===== config.mk =====
export PLATFORM = sky130hd
export DESIGN_NAME = priority_alert_table
export DESIGN_NICKNAME = d
export VERILOG_FILES = /design/src/design/pat_pkg.sv /design/src/design/pat_ctrl.sv /design/src/design/pat_datapath.sv /design/src/design/priority_alert_table.sv
export SDC_FILE = /design/constraint.sdc
export NUM_CORES = 2
export LEC_CHECK = 0
export BUFFER_PORTS_ARGS = -buffer_cell sky130_fd_sc_hd__buf_2
export CAP_MARGIN = 30
export CORE_MARGIN = 4
export CORE_UTILIZATION = 31
export CTS_BUF_LIST = sky130_fd_sc_hd__clkbuf_4 sky130_fd_sc_hd__clkbuf_8
export CTS_CLUSTER_DIAMETER = 80
export DETAILED_ROUTE_END_ITERATION = 8
export SLEW_MARGIN = 20
export SYNTH_ARGS = -nofsm -noshare
export SYNTH_HDL_FRONTEND = slang
export SYNTH_SLANG_ARGS = --single-unit

===== constraint.sdc =====
create_clock -name clk -period 11.3 [get_ports clk]
set_input_delay 2.26 -clock clk [delete_from_list [all_inputs] [get_ports clk]]
set_output_delay 2.26 -clock clk [all_outputs]
set_load 0.1 [all_outputs]

===== src/design/pat_pkg.sv =====
// ----------------------------------------------------------------------------
// pat_pkg
// Shared constants, codes and controller/datapath interface types for the
// priority alert table.
// ----------------------------------------------------------------------------
package pat_pkg;

	localparam int CAPACITY = 8;
	localparam int IDX_W    = (CAPACITY > 1) ? $clog2(CAPACITY) : 1;
	localparam int CNT_W    = $clog2(CAPACITY + 1);
	localparam int OUT_CNT_W = 4;

	localparam logic [2:0] MODE_POST    = 3'd0;
	localparam logic [2:0] MODE_CLEAR   = 3'd1;
	localparam logic [2:0] MODE_DISMISS = 3'd2;
	localparam logic [2:0] MODE_FOCUS   = 3'd3;
	localparam logic [2:0] MODE_TICK    = 3'd4;
	localparam logic [2:0] MODE_RESET   = 3'd5;

	localparam logic [0:0] REG_INFO_TTL   = 1'd0;
	localparam logic [0:0] REG_INFO_LEVEL = 1'd1;

	localparam logic [31:0] TTL_RESET = 32'd5000;

	typedef struct packed {
		logic load;
		logic scan_clr;
		logic scan_en;
		logic mark;
		logic apply;
		logic compact;
		logic settle;
		logic out_load;
	} cmd_t;

	typedef struct packed {
		logic scan_done;
		logic rm_any;
	} status_t;

endpackage


===== src/design/pat_ctrl.sv =====
// ----------------------------------------------------------------------------
// pat_ctrl
// Sequencer for one transaction: capture, table scan, update, compaction,
// top scan and result hand-off.
// ----------------------------------------------------------------------------
module pat_ctrl import pat_pkg::*; (
	input  logic    clk,
	input  logic    arst_n,
	input  logic    s_tvalid,
	output logic    s_tready,
	output logic    m_tvalid,
	input  logic    m_tready,
	input  status_t status,
	output cmd_t    cmd
);

	localparam logic [2:0] ST_IDLE    = 3'd0;
	localparam logic [2:0] ST_SCAN1   = 3'd1;
	localparam logic [2:0] ST_APPLY   = 3'd2;
	localparam logic [2:0] ST_COMPACT = 3'd3;
	localparam logic [2:0] ST_SCAN2   = 3'd4;
	localparam logic [2:0] ST_EMIT    = 3'd5;

	logic [2:0] state_q, state_d;
	logic       out_valid_q;

	assign s_tready = (state_q == ST_IDLE);
	assign m_tvalid = out_valid_q;

	always_comb begin
		state_d = state_q;
		cmd     = '0;
		unique case (state_q)
			ST_IDLE: begin
				if (s_tvalid) begin
					cmd.load     = 1'b1;
					cmd.scan_clr = 1'b1;
					state_d      = ST_SCAN1;
				end
			end
			ST_SCAN1: begin
				if (status.scan_done) begin
					state_d = ST_APPLY;
				end else begin
					cmd.scan_en = 1'b1;
					cmd.mark    = 1'b1;
				end
			end
			ST_APPLY: begin
				cmd.apply = 1'b1;
				state_d   = ST_COMPACT;
			end
			ST_COMPACT: begin
				if (status.rm_any) begin
					cmd.compact = 1'b1;
				end else begin
					cmd.settle   = 1'b1;
					cmd.scan_clr = 1'b1;
					state_d      = ST_SCAN2;
				end
			end
			ST_SCAN2: begin
				if (status.scan_done) begin
					state_d = ST_EMIT;
				end else begin
					cmd.scan_en = 1'b1;
				end
			end
			ST_EMIT: begin
				if (!out_valid_q || m_tready) begin
					cmd.out_load = 1'b1;
					state_d      = ST_IDLE;
				end
			end
			default: state_d = ST_IDLE;
		endcase
	end

	always_ff @(posedge clk or negedge arst_n) begin
		if (!arst_n) begin
			state_q     <= ST_IDLE;
			out_valid_q <= 1'b0;
		end else begin
			state_q <= state_d;
			if (cmd.out_load) begin
				out_valid_q <= 1'b1;
			end else if (m_tready) begin
				out_valid_q <= 1'b0;
			end
		end
	end

endmodule


===== src/design/pat_datapath.sv =====
// ----------------------------------------------------------------------------
// pat_datapath
// Alert entries, counters, configuration registers, scan trackers and the
// result register.
// ----------------------------------------------------------------------------
module pat_datapath import pat_pkg::*; (
	input  logic        clk,
	input  logic        arst_n,
	input  logic        cfg_we,
	input  logic [0:0]  cfg_addr,
	input  logic [31:0] cfg_data,
	input  logic [2:0]  in_mode,
	input  logic [42:0] in_data,
	input  cmd_t        cmd,
	output status_t     status,
	output logic [55:0] out_data
);

	logic [31:0] ttl_q;
	logic [1:0]  info_lvl_q;
	logic [31:0] time_q;
	logic [31:0] serial_q;
	logic        focus_q;
	logic [CNT_W-1:0] count_q;

	logic [3:0]  e_src [CAPACITY];
	logic [1:0]  e_lvl [CAPACITY];
	logic [3:0]  e_act [CAPACITY];
	logic [31:0] e_tag [CAPACITY];
	logic [31:0] e_ser [CAPACITY];
	logic [31:0] e_exp [CAPACITY];
	logic [CAPACITY-1:0] rm_q;

	logic [2:0]  mode_q;
	logic [3:0]  src_q;
	logic [1:0]  lvl_q;
	logic [3:0]  act_q;
	logic [31:0] tag_q;
	logic        fon_q;
	logic        accepted_q;
	logic        changed_q;

	logic [CNT_W-1:0] idx_q;
	logic             match_q;
	logic [IDX_W-1:0] match_idx_q;
	logic             ident_q;
	logic             top_found_q;
	logic [IDX_W-1:0] top_idx_q;
	logic [3:0]       top_src_q;
	logic [1:0]       top_lvl_q;
	logic [3:0]       top_act_q;
	logic [31:0]      top_tag_q;
	logic [31:0]      top_ser_q;
	logic             weak_found_q;
	logic [IDX_W-1:0] weak_idx_q;
	logic [1:0]       weak_lvl_q;
	logic [31:0]      weak_ser_q;

	logic [IDX_W-1:0] ci;
	logic [3:0]  c_src;
	logic [1:0]  c_lvl;
	logic [31:0] c_ser;
	logic [31:0] c_exp;
	logic        c_srcm;
	logic        c_expired;
	logic        top_upd;
	logic        weak_upd;
	logic [31:0] exp_sum;
	logic [31:0] new_exp;
	logic [31:0] time_diff;

	logic             wr_en;
	logic [IDX_W-1:0] wr_idx;
	logic             refresh;
	logic             grow;
	logic [IDX_W-1:0] rm_low;
	logic             new_focus;

	assign ci    = idx_q[IDX_W-1:0];
	assign c_src = e_src[ci];
	assign c_lvl = e_lvl[ci];
	assign c_ser = e_ser[ci];
	assign c_exp = e_exp[ci];
	assign c_srcm = (c_src == src_q);
	assign time_diff = time_q - c_exp;
	assign c_expired = (c_exp != 32'd0) && !time_diff[31];
	assign top_upd  = !top_found_q || (c_lvl > top_lvl_q) ||
		((c_lvl == top_lvl_q) && (c_ser > top_ser_q));
	assign weak_upd = !weak_found_q || (c_lvl < weak_lvl_q) ||
		((c_lvl == weak_lvl_q) && (c_ser < weak_ser_q));

	assign exp_sum = time_q + ttl_q;
	assign new_exp = (lvl_q != info_lvl_q) ? 32'd0 :
		((exp_sum == 32'd0) ? 32'd1 : exp_sum);

	assign status.scan_done = (idx_q >= count_q);
	assign status.rm_any    = |rm_q;

	assign new_focus = fon_q && (count_q != '0);

	always_comb begin
		wr_en   = 1'b0;
		wr_idx  = '0;
		refresh = 1'b0;
		grow    = 1'b0;
		if (mode_q == MODE_POST) begin
			if (match_q) begin
				if (ident_q) begin
					refresh = 1'b1;
				end else begin
					wr_en = 1'b1;
				end
				wr_idx = match_idx_q;
			end else if (count_q < CNT_W'(CAPACITY)) begin
				wr_en  = 1'b1;
				grow   = 1'b1;
				wr_idx = count_q[IDX_W-1:0];
			end else if (weak_lvl_q <= lvl_q) begin
				wr_en  = 1'b1;
				wr_idx = weak_idx_q;
			end
		end
	end

	always_comb begin
		rm_low = '0;
		for (int k = CAPACITY - 1; k >= 0; k--) begin
			if (rm_q[k]) begin
				rm_low = IDX_W'(k);
			end
		end
	end

	always_ff @(posedge clk or negedge arst_n) begin
		if (!arst_n) begin
			ttl_q      <= TTL_RESET;
			info_lvl_q <= 2'd0;
			time_q     <= '0;
			serial_q   <= '0;
			focus_q    <= 1'b0;
			count_q    <= '0;
			rm_q       <= '0;
			idx_q      <= '0;
			mode_q     <= MODE_POST;
		end else begin
			if (cfg_we) begin
				unique case (cfg_addr)
					REG_INFO_TTL:   ttl_q      <= cfg_data;
					REG_INFO_LEVEL: info_lvl_q <= cfg_data[1:0];
					default: ;
				endcase
			end
			if (cmd.load) begin
				mode_q <= in_mode;
				if (in_mode == MODE_TICK) begin
					time_q <= time_q + 32'd1;
				end
			end
			if (cmd.scan_clr) begin
				idx_q <= '0;
			end else if (cmd.scan_en) begin
				idx_q <= idx_q + CNT_W'(1);
				if (cmd.mark && (((mode_q == MODE_CLEAR) && c_srcm) ||
						((mode_q == MODE_TICK) && c_expired))) begin
					rm_q[ci] <= 1'b1;
				end
			end
			if (cmd.apply) begin
				unique case (mode_q)
					MODE_POST: begin
						if (wr_en) begin
							serial_q <= serial_q + 32'd1;
						end
						if (grow) begin
							count_q <= count_q + CNT_W'(1);
						end
					end
					MODE_DISMISS: begin
						if (top_found_q) begin
							rm_q[top_idx_q] <= 1'b1;
							focus_q         <= 1'b0;
						end
					end
					MODE_FOCUS: focus_q <= new_focus;
					MODE_RESET: begin
						count_q <= '0;
						focus_q <= 1'b0;
					end
					default: ;
				endcase
			end
			if (cmd.compact) begin
				for (int k = 0; k < CAPACITY - 1; k++) begin
					if (IDX_W'(k) >= rm_low) begin
						rm_q[k] <= rm_q[k+1];
					end
				end
				rm_q[CAPACITY-1] <= 1'b0;
				count_q <= count_q - CNT_W'(1);
			end
			if (cmd.settle && changed_q && (count_q == '0)) begin
				focus_q <= 1'b0;
			end
		end
	end

	always_ff @(posedge clk) begin
		if (cmd.load) begin
			src_q      <= in_data[3:0];
			lvl_q      <= in_data[5:4];
			act_q      <= in_data[9:6];
			tag_q      <= in_data[41:10];
			fon_q      <= in_data[42];
			accepted_q <= 1'b1;
			changed_q  <= 1'b0;
		end
		if (cmd.scan_clr) begin
			match_q      <= 1'b0;
			ident_q      <= 1'b0;
			top_found_q  <= 1'b0;
			weak_found_q <= 1'b0;
		end else if (cmd.scan_en) begin
			if (c_srcm) begin
				match_q     <= 1'b1;
				match_idx_q <= ci;
				ident_q     <= (c_lvl == lvl_q) && (e_act[ci] == act_q) &&
					(e_tag[ci] == tag_q);
			end
			if (top_upd) begin
				top_found_q <= 1'b1;
				top_idx_q   <= ci;
				top_src_q   <= c_src;
				top_lvl_q   <= c_lvl;
				top_act_q   <= e_act[ci];
				top_tag_q   <= e_tag[ci];
				top_ser_q   <= c_ser;
			end
			if (weak_upd) begin
				weak_found_q <= 1'b1;
				weak_idx_q   <= ci;
				weak_lvl_q   <= c_lvl;
				weak_ser_q   <= c_ser;
			end
		end
		if (cmd.apply) begin
			if (mode_q == MODE_POST) begin
				if (!match_q && !grow && !wr_en) begin
					accepted_q <= 1'b0;
				end
				if (wr_en) begin
					changed_q     <= 1'b1;
					e_src[wr_idx] <= src_q;
					e_lvl[wr_idx] <= lvl_q;
					e_act[wr_idx] <= act_q;
					e_tag[wr_idx] <= tag_q;
					e_ser[wr_idx] <= serial_q + 32'd1;
					e_exp[wr_idx] <= new_exp;
				end else if (refresh) begin
					e_exp[wr_idx] <= new_exp;
				end
			end else if (mode_q == MODE_FOCUS && new_focus != focus_q) begin
				changed_q <= 1'b1;
			end
		end
		if (cmd.compact) begin
			changed_q <= 1'b1;
			for (int k = 0; k < CAPACITY - 1; k++) begin
				if (IDX_W'(k) >= rm_low) begin
					e_src[k] <= e_src[k+1];
					e_lvl[k] <= e_lvl[k+1];
					e_act[k] <= e_act[k+1];
					e_tag[k] <= e_tag[k+1];
					e_ser[k] <= e_ser[k+1];
					e_exp[k] <= e_exp[k+1];
				end
			end
		end
		if (cmd.out_load) begin
			out_data[0]     <= accepted_q;
			out_data[1]     <= changed_q;
			out_data[2]     <= top_found_q;
			out_data[6:3]   <= top_found_q ? top_src_q : 4'd0;
			out_data[8:7]   <= top_found_q ? top_lvl_q : 2'd0;
			out_data[12:9]  <= top_found_q ? top_act_q : 4'd0;
			out_data[44:13] <= top_found_q ? top_tag_q : 32'd0;
			out_data[48:45] <= OUT_CNT_W'(count_q);
			out_data[49]    <= focus_q;
			out_data[55:50] <= 6'd0;
		end
	end

endmodule


===== src/design/priority_alert_table.sv =====
// ----------------------------------------------------------------------------
// priority_alert_table
// Bounded table of alerts, one per source, with post, clear, dismiss, focus,
// tick and table reset commands.
// ----------------------------------------------------------------------------
// Usage: one command enters on the s_ channel (mode in s_tuser, alert fields
// in s_tdata); exactly one result leaves on the m_ channel with the top
// alert, the alert count and the focus flag. Configuration (lifetime and
// expiring level) is written through cfg_we/cfg_addr/cfg_data while idle.
// Throughput: one transaction at a time. Time from acceptance to m_tvalid
// grows with the alerts stored before the command, those stored after it and
// the alerts removed: each stored entry is visited once in the table scan and
// again in the top scan, each removal takes its own compaction step, and
// capture, update, the scan ends and hand-off add the rest. The next command
// is accepted in the cycle after the result is loaded.
// Reset: table empty, time and serial counters zero, focus off, lifetime
// 5000, expiring level 0. A result register holds the finished result; when
// the receiver stalls the next command is still accepted and processed,
// and it waits at hand-off until the held result is taken.
// ----------------------------------------------------------------------------
module priority_alert_table import pat_pkg::*; (
	input  logic        clk,
	input  logic        arst_n,
	input  logic        s_tvalid,
	output logic        s_tready,
	// source[3:0], level[5:4], action[9:6], content_tag[41:10], focus_on[42]
	input  logic [47:0] s_tdata,
	// mode[2:0]
	input  logic [2:0]  s_tuser,
	output logic        m_tvalid,
	input  logic        m_tready,
	// accepted[0], view_changed[1], has_top[2], top_source[6:3],
	// top_level[8:7], top_action[12:9], top_tag[44:13], alert_count[48:45],
	// focus_flag[49]
	output logic [55:0] m_tdata,
	input  logic        cfg_we,
	input  logic [0:0]  cfg_addr,
	input  logic [31:0] cfg_data
);

	cmd_t    cmd;
	status_t status;

	pat_ctrl u_ctrl (
		.clk      (clk),
		.arst_n   (arst_n),
		.s_tvalid (s_tvalid),
		.s_tready (s_tready),
		.m_tvalid (m_tvalid),
		.m_tready (m_tready),
		.status   (status),
		.cmd      (cmd)
	);

	pat_datapath u_dp (
		.clk      (clk),
		.arst_n   (arst_n),
		.cfg_we   (cfg_we),
		.cfg_addr (cfg_addr),
		.cfg_data (cfg_data),
		.in_mode  (s_tuser),
		.in_data  (s_tdata[42:0]),
		.cmd      (cmd),
		.status   (status),
		.out_data (m_tdata)
	);

endmodule


==> impl_summary.txt <==
----------------------------------------------------
[Run status]
  Run status ... completed

[GRT]
  First-pass GRT wire length ... between 200,000 and 300,000 µm
  Number of antenna violations at the first check in global routing ... 4
  Met2 layer usage reported by global route ... 29.7%
  Vias in the first global route ... 40.8k
  Aggregate global routing overflow ... 0
  Global routing usage on met1 ... between 20% and 30%
  Global-route usage over all layers ... 18.0%
  Met3 Resource Use GR ... under 10%
  Most Crowded Layer GR ... met2
  Largest net degree at the start of global routing ... 161

[Clocking]
  Clk Tree Root Cell ... clkbuf_8
  Clock transition at the register clock pins on the worst setup and hold paths after CTS ... ~0.060 ns
  Number of H-tree levels ... 4
  Clock latency of the later-clocked register in the worst-skew pair ... 0.97 ns
  Post-CTS sizing ... 0
  Longest Clk Path Bufs ... 3
  Post-CTS setup buffers ... 0
  Clock tree from TritonCTS ... yes
  Hold Buf Count CTS ... 0
  TritonCTS sink count ... between 1k and 1.5k
  CTS buffer count ... 195

[Logic synthesis]
  Share of synthesized flip-flops with an asynchronous set or reset ... 10.3%
  Xor and xnor area share after synthesis ... 2.44%
  Synthesized-area fraction occupied by ao, oa, aoi and oai cells ... 15.2%
  Adder-cell share of the synthesized area ... 3.10%
  Biggest area contributors in the synthesized netlist ... edfxtp_1 56%, dfrtp_1 5.2%, a22oi_1 3.6%, o21ai_0 3.5%, nand2_1 3.5%
  Simple-Gate Fraction of Synth Area ... around a tenth
  Most instantiated cells after synthesis ... 1,058 x edfxtp_1, 531 x nand2_1, 422 x nor2_1, 402 x o21ai_0, 386 x a21oi_1
  Synthesized area ... 56,700 µm²
  Number of synthesized register bits ... 1,186
  Number of distinct library cells after synthesis ... 88
  Top flip-flop cell by instance count after synthesis ... edfxtp_1
  Main combinational cell family by area after synthesis ... compound AO/OA/AOI/OAI gates
  Share of the yosys chip area belonging to registers ... 61.6%
  Number of synthesized flops with an enable pin ... 1,058
  Synth top area share ... 56.0%
  Number of cells produced by synthesis ... 4,872
  Post-Synthesis Mean Instance Area ... 11.6 µm²
  Library cell with the highest instance count after synthesis ... edfxtp_1
  Multiplexer share of the synthesized area ... 3.48%
  Synth warnings ... 0
  Top cell type by total area after synthesis ... edfxtp_1

[Floorplan]
  Initial Util ... between 30% and 40%
  Core ar. ... about 180,000 µm²
  Number of I/O pins ... 147
  Y dimension of the die ... 436 µm
  X dimension of the die ... 436 µm
  Number of standard-cell rows in the floorplan ... about 160
  Die outline area ... 190,000 µm²

[Worst setup path]
  Number of cells on the worst reg-to-reg path ... 16
  CP required ... ~12 ns
  FF-to-FF setup slack ... approximately 5.1 ns
  Path type of the worst setup path ... flip-flop to flip-flop
  Critical path startpoint category ... flip-flop
  End of the worst register-to-register path ... u_dp.weak_idx_q[2]$_DFFE_PP_
  Setup crit start ... u_dp.idx_q[1]$_DFFE_PN0P_
  Critical path capture point ... u_dp.weak_idx_q[2]$_DFFE_PP_
  Type of destination of the critical path ... flip-flop
  Arr. time, crit path ... between 6 and 7 ns
  Maximum fanout along the worst path ... 41
  Reg-to-reg startpoint ... u_dp.idx_q[1]$_DFFE_PN0P_

[Drt]
  Number of detailed-routing iterations run before antenna repair ... 8
  Post-route ant nets ... 0
  Routed WL per cell ... 23.6 µm
  Detailed Route Iter0 Violations ... 4,939
  Vias ... 41.6k
  DR vias/cell ... around 5.5
  Post-route DRC ... 0
  Total Wirelength ... 178,000 µm

[STA]
  Final Hold Violating Endpoints ... 0
  Worst-case clock skew ... between 0.09 and 0.1 ns
  Min cycle time layout ... 6.16 ns
  Number of slew-limit violations in the final report ... 0
  Number of endpoints failing setup at the final stage ... 0
  Post-Route Hold Slack ... around 0.45 ns
  Setup total negative slack ... 0 ns
  Post-route clock period utilization ... between 50% and 60%
  Slew Limit Headroom ... 20.6%
  Achievable frequency ... approximately 160 MHz
  RSZ-0062 raised after global routing ... no
  Worst-Margin Slew ... 1.19 ns

[Pwr]
  Power share of the sequential group ... 41.3%
  Share of total power in the clock network ... 18.2%
  Power after layout ... 21.3 mW
  Switching Share ... 41.7%
  Internal ... 12.4 mW
  Combinational Power Share ... 40.4%
  Peak supply drop ... 0.277 mV
  Ratio of total power to cell area ... 331 nW/µm²
  Leakage power ... 23.6 nW
  Switching power summed over all nets ... roughly 8.9 mW

[Layout]
  Layout filler cell count ... 17.7k
  Fraction of final layout cells sized beyond drive strength 1 ... 13.7%
  P&R area growth vs syn ... 13.2%
  Number of nets in the finished design ... 5,217

[Placement]
  Gpl congestion ... between 0.8 and 0.9
  Port bufs ... 135
  Detailed placement HPWL ... 106,000 µm

[Run]
  Count of maximum capacitance violations ... 0

[Worst hold path]
  Worst hold path class ... flip-flop to flip-flop

----------------------------------------------------
layout make-up:
| type | instances | area [µm²] | share of cell area, % |
|---|---|---|---|
| flip-flops and latches | 1186 | 35000 | 54.4 |
| multi-input cells | 3188 | 20200 | 31.4 |
| clock buffers | 279 | 3360 | 5.23 |
| well taps | 2370 | 2970 | 4.62 |
| repair buffers | 222 | 1390 | 2.16 |
| inverters | 195 | 732 | 1.14 |
| clock inverters | 82 | 633 | 0.986 |
| diodes | 5 | 12.5 | 0.0195 |
routing by layer:
| metal | vias up | wire length, µm | part of all wire [%] |
|---|---|---|---|
| li1 | 18481 | - | - |
| met1 | 20655 | 72300 | 41 |
| met2 | 2097 | 83600 | 47 |
| met3 | 318 | 16000 | 9.0 |
| met4 | 0 | 5820 | 3.3 |
| met5 | - | 0 | 0 |
power groups by stage:
stage | Sequential, mW | Clock (mW) | Combinational (mW)
finish | 8.79 | 3.87 | 8.59
global route | 8.95 | 4.15 | 9.34
CTS | 8.76 | 3.95 | 8.51
detailed placement | 8.82 | 0 | 8.48
global placement | 8.78 | 0 | 8.32
floorplan | 8.71 | 0 | 5.36
worst max-delay path, stage by stage (launching register included):
cell      delay (ns)
dfrtp_4         0.72
buf_4           0.44
nor3b_2         0.42
buf_4           0.61
buf_4           0.71
a22oi_1         0.20
nand4_1         0.24
ha_1            0.29
a21o_1          0.17
a21o_1          0.17
a21oi_1         0.14
nor2b_1         0.06
o21ai_0         0.17
nand2b_1        0.10
a221oi_1        0.29
a32o_2          0.55
buf_4           0.43
metrics by stage:
stage	setup WS, ns	util, %	area (µm²)	instances
final	5.14	35.4	64200	7527
after global routing	4.84	35.4	64200	7527
after global placement	5.15	33.2	60100	7153
after CTS	5.14	35.4	64100	7516
after floorplan	3.39	-	56700	4877
after detailed placement	5.14	33.2	60100	7155
layout by cell type (no fill, tap or decap), drive strengths merged, types with 32 or more instances in the layout:
master	Yosys	final
dfrtp	117	117
xor2	50	50
a221oi	51	51
a21oi	386	386
nand3	54	54
mux2	59	59
nand4	115	115
edfxtp	1058	1058
nor3	32	32
clkinv	0	66
a21o	52	52
clkbuf	251	280
o21ai	408	408
nand2	531	531
ha	139	139
buf	57	221
a22oi	270	270
xnor2	108	108
and2	58	58
nor2	422	422
mux2i	74	74
inv	195	204
kinds of logic (layout without fill, tap and decap cells):
logic type | Yosys count | after routing
other cells | 1 | 11
fa+ha+maj | 140 | 140
xor+xnor | 158 | 158
mux | 158 | 158
compound gates | 1377 | 1377
simple gates | 1349 | 1349
flops | 1186 | 1186
buf+inv | 503 | 778
registers in the layout, indices dropped and copies added (netlist names), 4 cells and up:
signal           count
u_dp.e_exp         256
u_dp.e_ser         256
u_dp.e_tag         256
u_dp.out_data       50
u_dp.e_act          32
u_dp.e_src          32
u_dp.serial_q       32
u_dp.tag_q          32
u_dp.time_q         32
u_dp.top_ser_q      32
u_dp.top_tag_q      32
u_dp.ttl_q          32
u_dp.weak_ser_q     32
u_dp.e_lvl          16
u_dp.rm_q            8
u_dp.act_q           4
u_dp.count_q         4
u_dp.idx_q           4
u_dp.src_q           4
u_dp.top_act_q       4
u_dp.top_src_q       4
worst min path at each step:
stage | from | endpoint | slack (ns) | cells after the start
after floorplan | u_dp.top_found_q$_SDFFE_PP0P_ | u_dp.out_data[2]$_DFFE_PP_ | 0.41 | 0
after global placement | u_dp.accepted_q$_DFF_P_ | u_dp.out_data[0]$_DFFE_PP_ | 0.43 | 0
after detailed placement | u_dp.accepted_q$_DFF_P_ | u_dp.out_data[0]$_DFFE_PP_ | 0.44 | 0
after CTS | u_dp.accepted_q$_DFF_P_ | u_dp.out_data[0]$_DFFE_PP_ | 0.45 | 0
after global routing | u_dp.accepted_q$_DFF_P_ | u_dp.out_data[0]$_DFFE_PP_ | 0.47 | 0
final | u_dp.accepted_q$_DFF_P_ | u_dp.out_data[0]$_DFFE_PP_ | 0.45 | 0
Power figures use the tool's default switching activity.
